<file path="src/rtl/shc_pkg.sv">
// Package for the substring hash engine: item types, modular constants
// and small modular add, subtract and multiply-step helpers.
// Depends on nothing.
package shc_pkg;

    localparam logic [31:0] MOD1 = 32'd1000000007;
    localparam logic [31:0] MOD2 = 32'd1000000009;
    localparam logic [29:0] BASE1 = 30'd137;
    localparam logic [29:0] BASE2 = 30'd277;
    localparam logic [29:0] INV1 = 30'd58394161;
    localparam logic [29:0] INV2 = 30'd494584842;

    localparam logic [1:0] OP_APPEND = 2'd0;
    localparam logic [1:0] OP_QUERY  = 2'd1;
    localparam logic [1:0] OP_CLEAR  = 2'd2;

    localparam logic [1:0] ST_OK    = 2'd0;
    localparam logic [1:0] ST_RANGE = 2'd1;
    localparam logic [1:0] ST_FULL  = 2'd2;

    localparam logic [4:0] IDX_BYTE = 5'd7;
    localparam logic [4:0] IDX_BASE = 5'd8;
    localparam logic [4:0] IDX_FULL = 5'd29;

    typedef struct packed {
        logic [1:0]  operation;
        logic [7:0]  char_code;
        logic [11:0] query_start;
        logic [11:0] query_end;
    } t_in;

    typedef struct packed {
        logic [29:0] hash_first;
        logic [29:0] hash_second;
        logic [1:0]  status;
        logic [12:0] string_length;
    } t_out;

    typedef struct packed {
        logic        start;
        logic [29:0] a1;
        logic [29:0] a2;
        logic [29:0] b1;
        logic [29:0] b2;
        logic [4:0]  top_idx;
    } t_mm_req;

    typedef struct packed {
        logic        done;
        logic [29:0] p1;
        logic [29:0] p2;
    } t_mm_rsp;

    function automatic logic [29:0] mm_step(input logic [29:0] acc, input logic [29:0] a,
                                            input logic bt, input logic [31:0] m);
        logic [31:0] t;
        logic [31:0] m2;
        m2 = {m[30:0], 1'b0};
        t = {1'b0, acc, 1'b0} + (bt ? {2'b00, a} : 32'd0);
        if (t >= m2) begin
            t = t - m2;
        end else if (t >= m) begin
            t = t - m;
        end
        return t[29:0];
    endfunction

    function automatic logic [29:0] add_mod(input logic [29:0] x, input logic [29:0] y,
                                            input logic [31:0] m);
        logic [31:0] s;
        s = {2'b00, x} + {2'b00, y};
        if (s >= m) begin
            s = s - m;
        end
        return s[29:0];
    endfunction

    function automatic logic [29:0] sub_mod(input logic [29:0] x, input logic [29:0] y,
                                            input logic [31:0] m);
        logic [31:0] s;
        s = {2'b00, x} + m - {2'b00, y};
        if (s >= m) begin
            s = s - m;
        end
        return s[29:0];
    endfunction

endpackage

</file>
<file path="src/rtl/shc_mulmod.sv">
// Bit-serial modular multiplier with one lane per modulus.
// Depends on shc_pkg for the request and response types and helpers.
module shc_mulmod (
    input  logic             i_clk,
    input  logic             i_rst_n,
    input  shc_pkg::t_mm_req i_req,
    output shc_pkg::t_mm_rsp o_rsp
);
    import shc_pkg::*;

    logic        r_busy;
    logic        r_done;
    logic [4:0]  r_idx;
    logic [29:0] r_acc1, r_acc2, r_a1, r_a2, r_b1, r_b2;

    always_ff @(posedge i_clk) begin
        if (!i_rst_n) begin
            r_busy <= 1'b0;
            r_done <= 1'b0;
        end else begin
            if (i_req.start) begin
                r_busy <= 1'b1;
                r_done <= 1'b0;
                r_idx  <= i_req.top_idx;
                r_acc1 <= '0;
                r_acc2 <= '0;
                r_a1   <= i_req.a1;
                r_a2   <= i_req.a2;
                r_b1   <= i_req.b1;
                r_b2   <= i_req.b2;
            end else if (r_busy) begin
                r_acc1 <= mm_step(r_acc1, r_a1, r_b1[r_idx], MOD1);
                r_acc2 <= mm_step(r_acc2, r_a2, r_b2[r_idx], MOD2);
                r_idx  <= r_idx - 5'd1;
                r_done <= (r_idx == 5'd0);
                if (r_idx == 5'd0) begin
                    r_busy <= 1'b0;
                end
            end else begin
                r_done <= 1'b0;
            end
        end
    end

    assign o_rsp.done = r_done;
    assign o_rsp.p1   = r_acc1;
    assign o_rsp.p2   = r_acc2;

    a_done_after_busy: assert property (@(posedge i_clk) disable iff (!i_rst_n)
        r_done |-> $past(r_busy)) else $error("product without a running multiply");
    a_p1_reduced: assert property (@(posedge i_clk) disable iff (!i_rst_n)
        r_done |-> ({2'b00, r_acc1} < MOD1)) else $error("first product not reduced");
    a_p2_reduced: assert property (@(posedge i_clk) disable iff (!i_rst_n)
        r_done |-> ({2'b00, r_acc2} < MOD2)) else $error("second product not reduced");
endmodule

</file>
<file path="config.mk">
export PLATFORM = sky130hd
export DESIGN_NAME = shc_mulmod
export DESIGN_NICKNAME = d
export VERILOG_FILES = /design/src/rtl/shc_pkg.sv /design/src/rtl/shc_mulmod.sv
export SDC_FILE = /design/constraint.sdc
export NUM_CORES = 1
export LEC_CHECK = 0
export BUFFER_PORTS_ARGS = -buffer_cell sky130_fd_sc_hd__buf_2
export CAP_MARGIN = 5
export CORE_UTILIZATION = 60
export CTS_CLUSTER_SIZE = 25
export DETAILED_ROUTE_END_ITERATION = 12
export PLACE_DENSITY_LB_ADDON = 0.08
export SYNTH_ARGS = -nofsm -noshare
export SYNTH_HDL_FRONTEND = slang
export SYNTH_SLANG_ARGS = --single-unit
</file>
<file path="constraint.sdc">
create_clock -name i_clk -period 8.2 [get_ports i_clk]
set_clock_uncertainty 0.05 [all_clocks]
set_input_delay 0.41 -clock i_clk [delete_from_list [all_inputs] [get_ports i_clk]]
set_output_delay 0.41 -clock i_clk [all_outputs]
set_load 0.01 [all_outputs]
</file>
* Yosys cells after proc, flatten, opt, wreduce, memory -nomap -nowiden
Cells that the tools add are included.
Cells by class: add/subtract/negate cells 7, multipliers 0, div/mod/pow operators 0, order comparisons 5, eq/ne operators 0, shift-type cells 0, multiplexer cells 17, bitwise gates (word level) 2, reductions and logical operators 5
Operators with widths (count):
- two-way mux 30 bit | 8
- subtractor 30 bit (second input constant) | 4
- adder 31 x 30 -> 32 bit | 2
- >= comparator 32 x 30 -> 1 bit (second input constant) | 2
- >= comparator 32 x 31 -> 1 bit (second input constant) | 2
- binary-select mux 1 bit (select 5 bit) | 2
- two-way mux 5 bit | 2
- less-than comparator 5 x 6 -> 1 bit (second input constant) | 1
- logical NOT 5 bit | 1
- two-way mux 1 bit | 5
- subtractor 5 x 1 -> 5 bit (second input constant) | 1
- AND reduction 2 bit | 2
- OR reduction 3 bit | 1
- inverter 1 bit | 2
- nonzero test 2 bit | 1
Word-level totals: register bits 187, latch bits 0, memory bits (writable) 0, memory bits (read-only) 0, input port bits 128, memories 0

* Longest topological paths before layout
Gate-level depths: netlist (run 1).
depth after elaboration 8, gate-level depth with buffers 26

* Least setup slack after synthesis (run 1)
OpenSTA, ideal clock, no wires.
path kind flip-flop to flip-flop, from register r_idx[0], to register r_acc2[18] (data pin), library setup time 262 ps, arrival 5548 ps, required time 7888 ps, setup slack 2340 ps, cell stages (with the launch flop) 24, buffers on the path 6, clock period less this slack 5860 ps, cell sequence edfxtp_1 -> buf_4 -> buf_2 -> mux4_2 -> or3_1 -> a41o_1 -> clkbuf_1 -> clkbuf_1 -> and2_1 -> ha_1 -> buf_2 -> a21oi_1 -> o21ai_1 -> a221oi_1 -> nand3_1 -> a311o_1 -> xor2_4 -> nand4b_4 -> a2111oi_4 -> a21o_4 -> buf_6 -> o211ai_1 -> o311a_1 -> mux2_1
On the way: word-level cells in the longest chain between the ends 8, elaborated cells on any way between the ends 11, classes of those cells add/sub: 3; order compare: 2; mux: 6
Ends and longest elaborated chain:
- from (decl) | RTL line shc_mulmod.sv:13 | logic [4:0] r_idx;
- from (signal assigned) | RTL line shc_mulmod.sv:24 | r_idx <= i_req.top_idx;
- from (signal assigned) | RTL line shc_mulmod.sv:34 | r_idx <= r_idx - 5'd1;
- binary-select mux 1 bit (select 5 bit) (*) | RTL line shc_mulmod.sv:33 | r_acc2 <= mm_step(r_acc2, r_a2, r_b2[r_idx], MOD2);
- two-way mux 1 bit (not written as such) (*) | RTL line shc_mulmod.sv:33
- two-way mux 30 bit (*) | RTL line shc_pkg.sv:59 | t = {1'b0, acc, 1'b0} + (bt ? {2'b00, a} : 32'd0);
- adder 31 x 30 -> 32 bit (*) | RTL line shc_pkg.sv:59
- subtractor 30 bit / >= comparator 32 x 30 -> 1 bit (equally long branches) | RTL line shc_pkg.sv:63, shc_pkg.sv:62
- two-way mux 30 bit | RTL line shc_pkg.sv:62 | end else if (t >= m) begin
- two-way mux 30 bit (*) | RTL line shc_pkg.sv:60 | if (t >= m2) begin
- two-way mux 30 bit (*) | RTL line shc_mulmod.sv:31 | end else if (r_busy) begin
- to (signal assigned) | RTL line shc_mulmod.sv:33
- to (decl) | RTL line shc_mulmod.sv:14 | logic [29:0] r_acc1, r_acc2, r_a1, r_a2, r_b1, r_b2;
Mark *: on every way between the ends. The rest lies on a longest branch, timed or not. The select of a mux whose other input is x is not followed. A chain may end at the register's enable or synchronous reset.

* Worst setup path in the final report (run 1)
from register r_idx[0], to register r_acc2[20] (data pin)
Same word-level chain as after synthesis.

==> results of run 1 <==
## logic make-up (layout without fill, tap and decap cells)
group	count (synthesis)	count (layout)	share of synthesized area, %
muxes	61	61	5.67
AOI/OAI and AO/OA	447	447	23.1
xor gates and xnor gates	50	50	3.25
buffers and inverters	103	264	3.44
DFF	187	187	38.6
and+or+nand+nor	562	562	19.8
adders and majority gates	70	70	6.15
other	0	1	0
## stage by stage
step,hold slack [ps],util [%],area [um2]
6_report,80.9,68.3,16100
5_1_grt,68.7,68.3,16100
4_1_cts,75.0,68.3,16100
3_5_place_dp,469,65.8,15500
3_3_place_gp,456,65.8,15500
2_1_floorplan,440,-,14500
## routing by layer
layer	part of all wire, %	routed length (um)	up-vias	track usage, %
met5	0.040	15	-	0
met4	1.8	700	2	9.48
met1	47	17700	5870	45.2
met3	8.1	3070	58	5.86
met2	43	16400	540	46.9
li1	-	-	5969	-
## cell usage in the layout, fill, tap and decap left out, drive strengths merged, types with 12 or more instances in the layout
cell	count
mux2i	31
a21oi	111
nor3	47
nor4	13
mux4	14
buf	197
a31oi	15
a211oi	18
nand3	38
or3	21
o21ai	91
and3	20
o211ai	21
o21a	17
edfxtp	185
xnor2	34
xor2	16
and2	77
ha	68
nor2	134
mux2	16
or2	16
nand2b	12
nand2	126
clkbuf	17
o31ai	12
inv	42
a21o	39
nand4	21
## state kept, by name (all words and copies together), names as in the netlist
name	count
r_a1	30
r_a2	30
r_acc1	30
r_acc2	30
r_b1	30
r_b2	30
r_busy	1
r_done	1
r_idx	5
## worst register-to-register path, cell delays in order, from the launching register on
cell       delay [ps]
edfxtp_1          960
inv_1             260
a311o_1           340
o22ai_1           170
a41o_1            850
and2_1            240
ha_1              190
inv_1              70
fa_1              470
and2b_1           340
o211ai_4          140
a2111oi_4         530
nor2_1            130
xor2_2            410
o21ai_0           240
nor3_1            180
a211oi_1          110
o21ai_0           680
buf_4             290
nor2_4            100
a31oi_1           210
mux2_2            360
## how the worst max path moves through the flow
stage	end	start	slack, ps
after floorplan	r_acc2[18]	r_idx[0]	2340
after global placement	r_acc2[20]	r_idx[0]	770
after detailed placement	r_acc2[20]	r_idx[0]	700
after CTS	r_acc2[20]	r_idx[0]	670
after global routing	r_acc2[17]	r_idx[0]	20
final	r_acc2[20]	r_idx[0]	630
## power by group
group,internal [mW],leakage [nW],switching (mW)
logic,1.20,4.36,1.99
registers,1.24,1.78,0.0700
clock network,0.407,0.274,0.429
## cell type report
cell class | instances | share of cell area, %
diodes | 1 | 0.0155
clock buffers | 17 | 2.64
clock inverters | 14 | 0.954
inverters | 36 | 0.853
multi-input cells | 1190 | 52.1
flip-flops and latches | 187 | 34.7
well taps | 319 | 2.47
repair buffers | 197 | 6.25
==> out/qor.yml, run 1 <==
synth:
  ys_warn_count: 0
  synth.most_common_cell: "edfxtp_1"
  synthDistinctLibCells: 113
  synth_area_mm2: 0.0145
  postSynthCellCount: 1480
  synth_edf_count: 185
  avgSynthCellArea_um2: 9.79
  ys_seq_elements: 187
  ys_seq_area_share_pct: 38.6
  synth_top_area_share_pct: 38.3
  synth_nets: 1678
  synth_top_cell_by_area: "edfxtp_1"
  netlist_top_cells_count: "edfxtp_1, nor2_1, nand2_1"
  synthFlopType: "edfxtp_1"
  ys_top_cells_by_area: "edfxtp_1, ha_1, a21oi_1"
  synth-async-reset-ratio_pct: 0
floorplanning:
  initial_core_util_pct: 61.4
  dieHeight_um: 157
  core_mm2: 0.0236
  ios: 189
  rows: 56
  die_w_um: 157
  dieArea_mm2: 0.0248
route:
  ant_nets: 0
  wl_mm: 37.9
  vias: 12400
  first_pass_iters: 5
  drc: 0
  drtIter0Drc: 1095
  routedWlPerCell_um: 19.3
  viasPerCell: 6.34
setup_path:
  cp.required_ps: 8350
  critical_path_arrival_ps: 7720
  critPathTopFamily: "compound AO/OA/AOI/OAI gates"
  crit_type: "flop to flop"
  crit_chain: "inv_1 -> a311o_1 -> o22ai_1 -> a41o_1 -> and2_1 -> ha_1 -> inv_1 -> fa_1 -> and2b_1 -> o211ai_4 -> a2111oi_4 -> nor2_1 -> xor2_2 -> o21ai_0 -> nor3_1 -> a211oi_1 -> o21ai_0 -> buf_4 -> nor2_4 -> a31oi_1 -> mux2_2"
  r2r-start: "r_idx[0]"
  rr_worst_depth: 21
  r2r-end: "r_acc2[20]"
  cp_slowest_cell: "edfxtp_1"
  crit_path_max_fanout: 31
  crit_path_end_kind: "flop"
  reg2reg_slack_ps: 630
  crit_path_max_incr_delay_ps: 960
  worst_setup_path_start_kind: "flop"
  worst-path-stages: 21
  cp.buffers_inverters: 3
sta:
  fin_crit_ps: 7570
  period_share_pct: 92.3
  worst-slew-pin-transition_ps: 1090
  slew_violations: 0
  finalSetupViolCount: 0
  fin_tns_setup_ps: 0
  hold_violations: 0
  relSlewSlack_pct: 27.2
  max_freq_mhz: 132
  grt_setup_unrepaired: "no"
  fin_ws_ps: 630
min_path:
  hold_depth: 1
  worst_hold_path_type: "input pin to flop"
  worstHoldStart: "i_req[40]"
  hold_path_end: "r_b1[5]"
run_status:
  status: "finished clean"
global_route:
  grt_start_max_net_pins: 71
  grt_pass1_wl_mm: 59.6
  grt_overflow: 0
  grt_usage_pct: 31.1
  grt_pass1_vias: 11500
  antenna_found_initial: 2
clocking:
  cts_buffers: 17
  post_cts_buffers: 0
  root_buffer: "clkbuf_16"
  h-tree-depth: 4
  cts_tree: "yes"
  ctsHoldBuffers: 0
  cts.sinks: 187
  cts_resized: 0
  worstSkewPairLatency_ps: 450
  clk_pin_slew_ps: 80
  max-clock-path-buffers: 2
place:
  io_buffers: 188
  place_inst: 1929
  pre_cts_slack_ps: 697
  gp_congestion: 0.951
  dpl.hpwl_mm: 28.3
power:
  vdd_drop_max_mv: 0.135
  p_per_area_mw_per_mm2: 330
  power_mw: 5.33
  p_leak_nw: 6.41
finish:
  final_cells: 1961
  multi_input_area_mm2: 0.00841
  finalNetCount: 1827
  regArea_mm2: 0.00560
  layout-drive-gt1-share_pct: 20.3
  area_growth_pct: 11.3
  nFillCells: 1884
run:
  drv_cap: 0
(Power assumes the default switching activity.)
==> run 2: changes to the inputs <==
--- a/config.mk
+++ b/config.mk
@@ -7,7 +7,7 @@
 export LEC_CHECK = 0
 export BUFFER_PORTS_ARGS = -buffer_cell sky130_fd_sc_hd__buf_2
 export CAP_MARGIN = 5
-export CORE_UTILIZATION = 60
+export CORE_UTILIZATION = 55
 export CTS_CLUSTER_SIZE = 25
 export DETAILED_ROUTE_END_ITERATION = 12
 export PLACE_DENSITY_LB_ADDON = 0.08
==> out/qor.yml, run 2 (synthesis gave the netlist of run 1 again) <==
min_path:
  worst_hold_path_type: "input pin to flop"
  worstHoldStart: "i_req[10]"
finish:
  nFillCells: 2202
  mostFrequentLayoutCell: "buf_2"
  area_growth_pct: 11.8
  fin_area_mm2: 0.0162
  most-common-layout-cells: "buf_2, edfxtp_1, nor2_1"
  finalNetCount: 1830
  layout-drive-gt1-share_pct: 20.4
  multi_input_area_mm2: 0.00841
  regArea_mm2: 0.00560
route:
  viasPerCell: 6.27
  vias: 12400
  routedWlPerCell_um: 19.6
  ant_nets: 0
  drc: 4
  first_pass_iters: 11
  drtIter0Drc: 997
  wl_mm: 38.9
global_route:
  grt_pass1_vias: 11400
  grt_usage_pct: 29.0
  grt_overflow: 0
  grt_pass1_wl_mm: 60.8
  antenna_found_initial: 5
  grt_start_max_net_pins: 78
clocking:
  ctsHoldBuffers: 0
  cts_tree: "yes"
  worstSkewPairLatency_ps: 460
  cts_resized: 0
  cts.sinks: 187
  clk_pin_slew_ps: 90
  cts_buffers: 17
  max-clock-path-buffers: 2
  post_cts_buffers: 0
  h-tree-depth: 4
  root_buffer: "clkbuf_16"
floorplanning:
  initial_core_util_pct: 55.8
  ios: 189
  dieArea_mm2: 0.0270
  dieHeight_um: 164
  core_mm2: 0.0260
  die_w_um: 164
  rows: 59
setup_path:
  r2r-start: "r_idx[0]"
  critical_path_arrival_ps: 7560
  crit_path_max_fanout: 31
  cp.required_ps: 8360
  worst_setup_path_start_kind: "flop"
  crit_type: "flop to flop"
  crit_path_end_kind: "flop"
  startpoint: "r_idx[0]"
sta:
  finalSetupViolCount: 0
  fin_tns_setup_ps: 0
  hold_violations: 0
  fin_crit_ps: 7410
  worst_hold_slack_ps: 65.6
  worst-slew-pin-transition_ps: 1050
  relSlewSlack_pct: 30.2
  max_freq_mhz: 135
  period_share_pct: 90.3
  grt_setup_unrepaired: "no"
  slew_violations: 0
power:
  vdd_drop_max_mv: 0.151
  p_per_area_mw_per_mm2: 332
  p_leak_nw: 6.45
place:
  io_buffers: 188
  dpl_cell_area_mm2: 0.0156
  dpl.hpwl_mm: 29.0
  gp_congestion: 0.951
run_status:
  violations: "DRC"
  status: "finished with violations"
run:
  drv_cap: 0
[run 2: cell count changes in the layout (fill, tap and decap cells not counted), sizes merged]
cell      delta
clkinv       +3
clkinvlp     -3
buf          +3
diode        +2
clkbuf       +1
[run 2: layer usage]
layer  wire length (um)  part of all wire [%]  up-vias  track usage, %
li1                   -                     -     5975               -
met1              18400                    47     5954            42.6
met2              17100                    44      469            44.7
met4                334                  0.86        2            5.13
met5                 16                 0.041        -               0
met3               3020                   7.8       26            5.58
[run 2: layout make-up]
cell class,instances,share of cell area (%)
multi-input combinational,1190,51.9
sequential,187,34.5
timing repair buffer,200,6.36
clock buffer,18,2.65
tap,335,2.59
clock inverter,14,1.08
inverter,36,0.849
antenna,3,0.0463
[run 2: critical path: stages, from the launching register on]
cell	delay (ps)
edfxtp_1	950
inv_1	230
a311o_1	320
o22ai_1	160
a41o_1	810
and2_1	250
ha_1	210
inv_1	70
fa_1	460
and2b_1	320
o211ai_4	140
a2111oi_4	440
nor2_1	120
xor2_2	400
o21ai_0	240
nor3_1	180
a211oi_1	110
o21ai_0	780
buf_4	270
nor2_4	80
a22oi_1	180
mux2_2	350
[run 2: worst paths after layout]
check | cells after the start | slack (ps) | endpoint
worst max-delay path | 21 | 790 | r_acc2[10]
worst min register to register | 1 | 490 | r_done
worst min-delay path | 1 | 70 | r_b2[5]
worst max register to register | 21 | 790 | r_acc2[10]
[run 2: power breakdown]
part | internal [mW] | total [mW] | leakage (nW) | switching, mW
registers | 1.24 | 1.31 | 1.78 | 0.0704
clock network | 0.414 | 0.861 | 0.292 | 0.447
logic | 1.20 | 3.21 | 4.38 | 2.01
[run 2: per-stage QoR]
stage / worst slack (ps) / power, mW / utilization, % / cells
after detailed placement: 804 / 4.46 / 60.0 / 1948
after global placement: 932 / 4.43 / 60.0 / 1948
final: 793 / 5.38 / 62.4 / 1983
after global routing: 122 / 5.74 / 62.3 / 1981
after floorplan: 2340 / 3.73 / - / 1480
after CTS: 776 / 5.34 / 62.3 / 1980
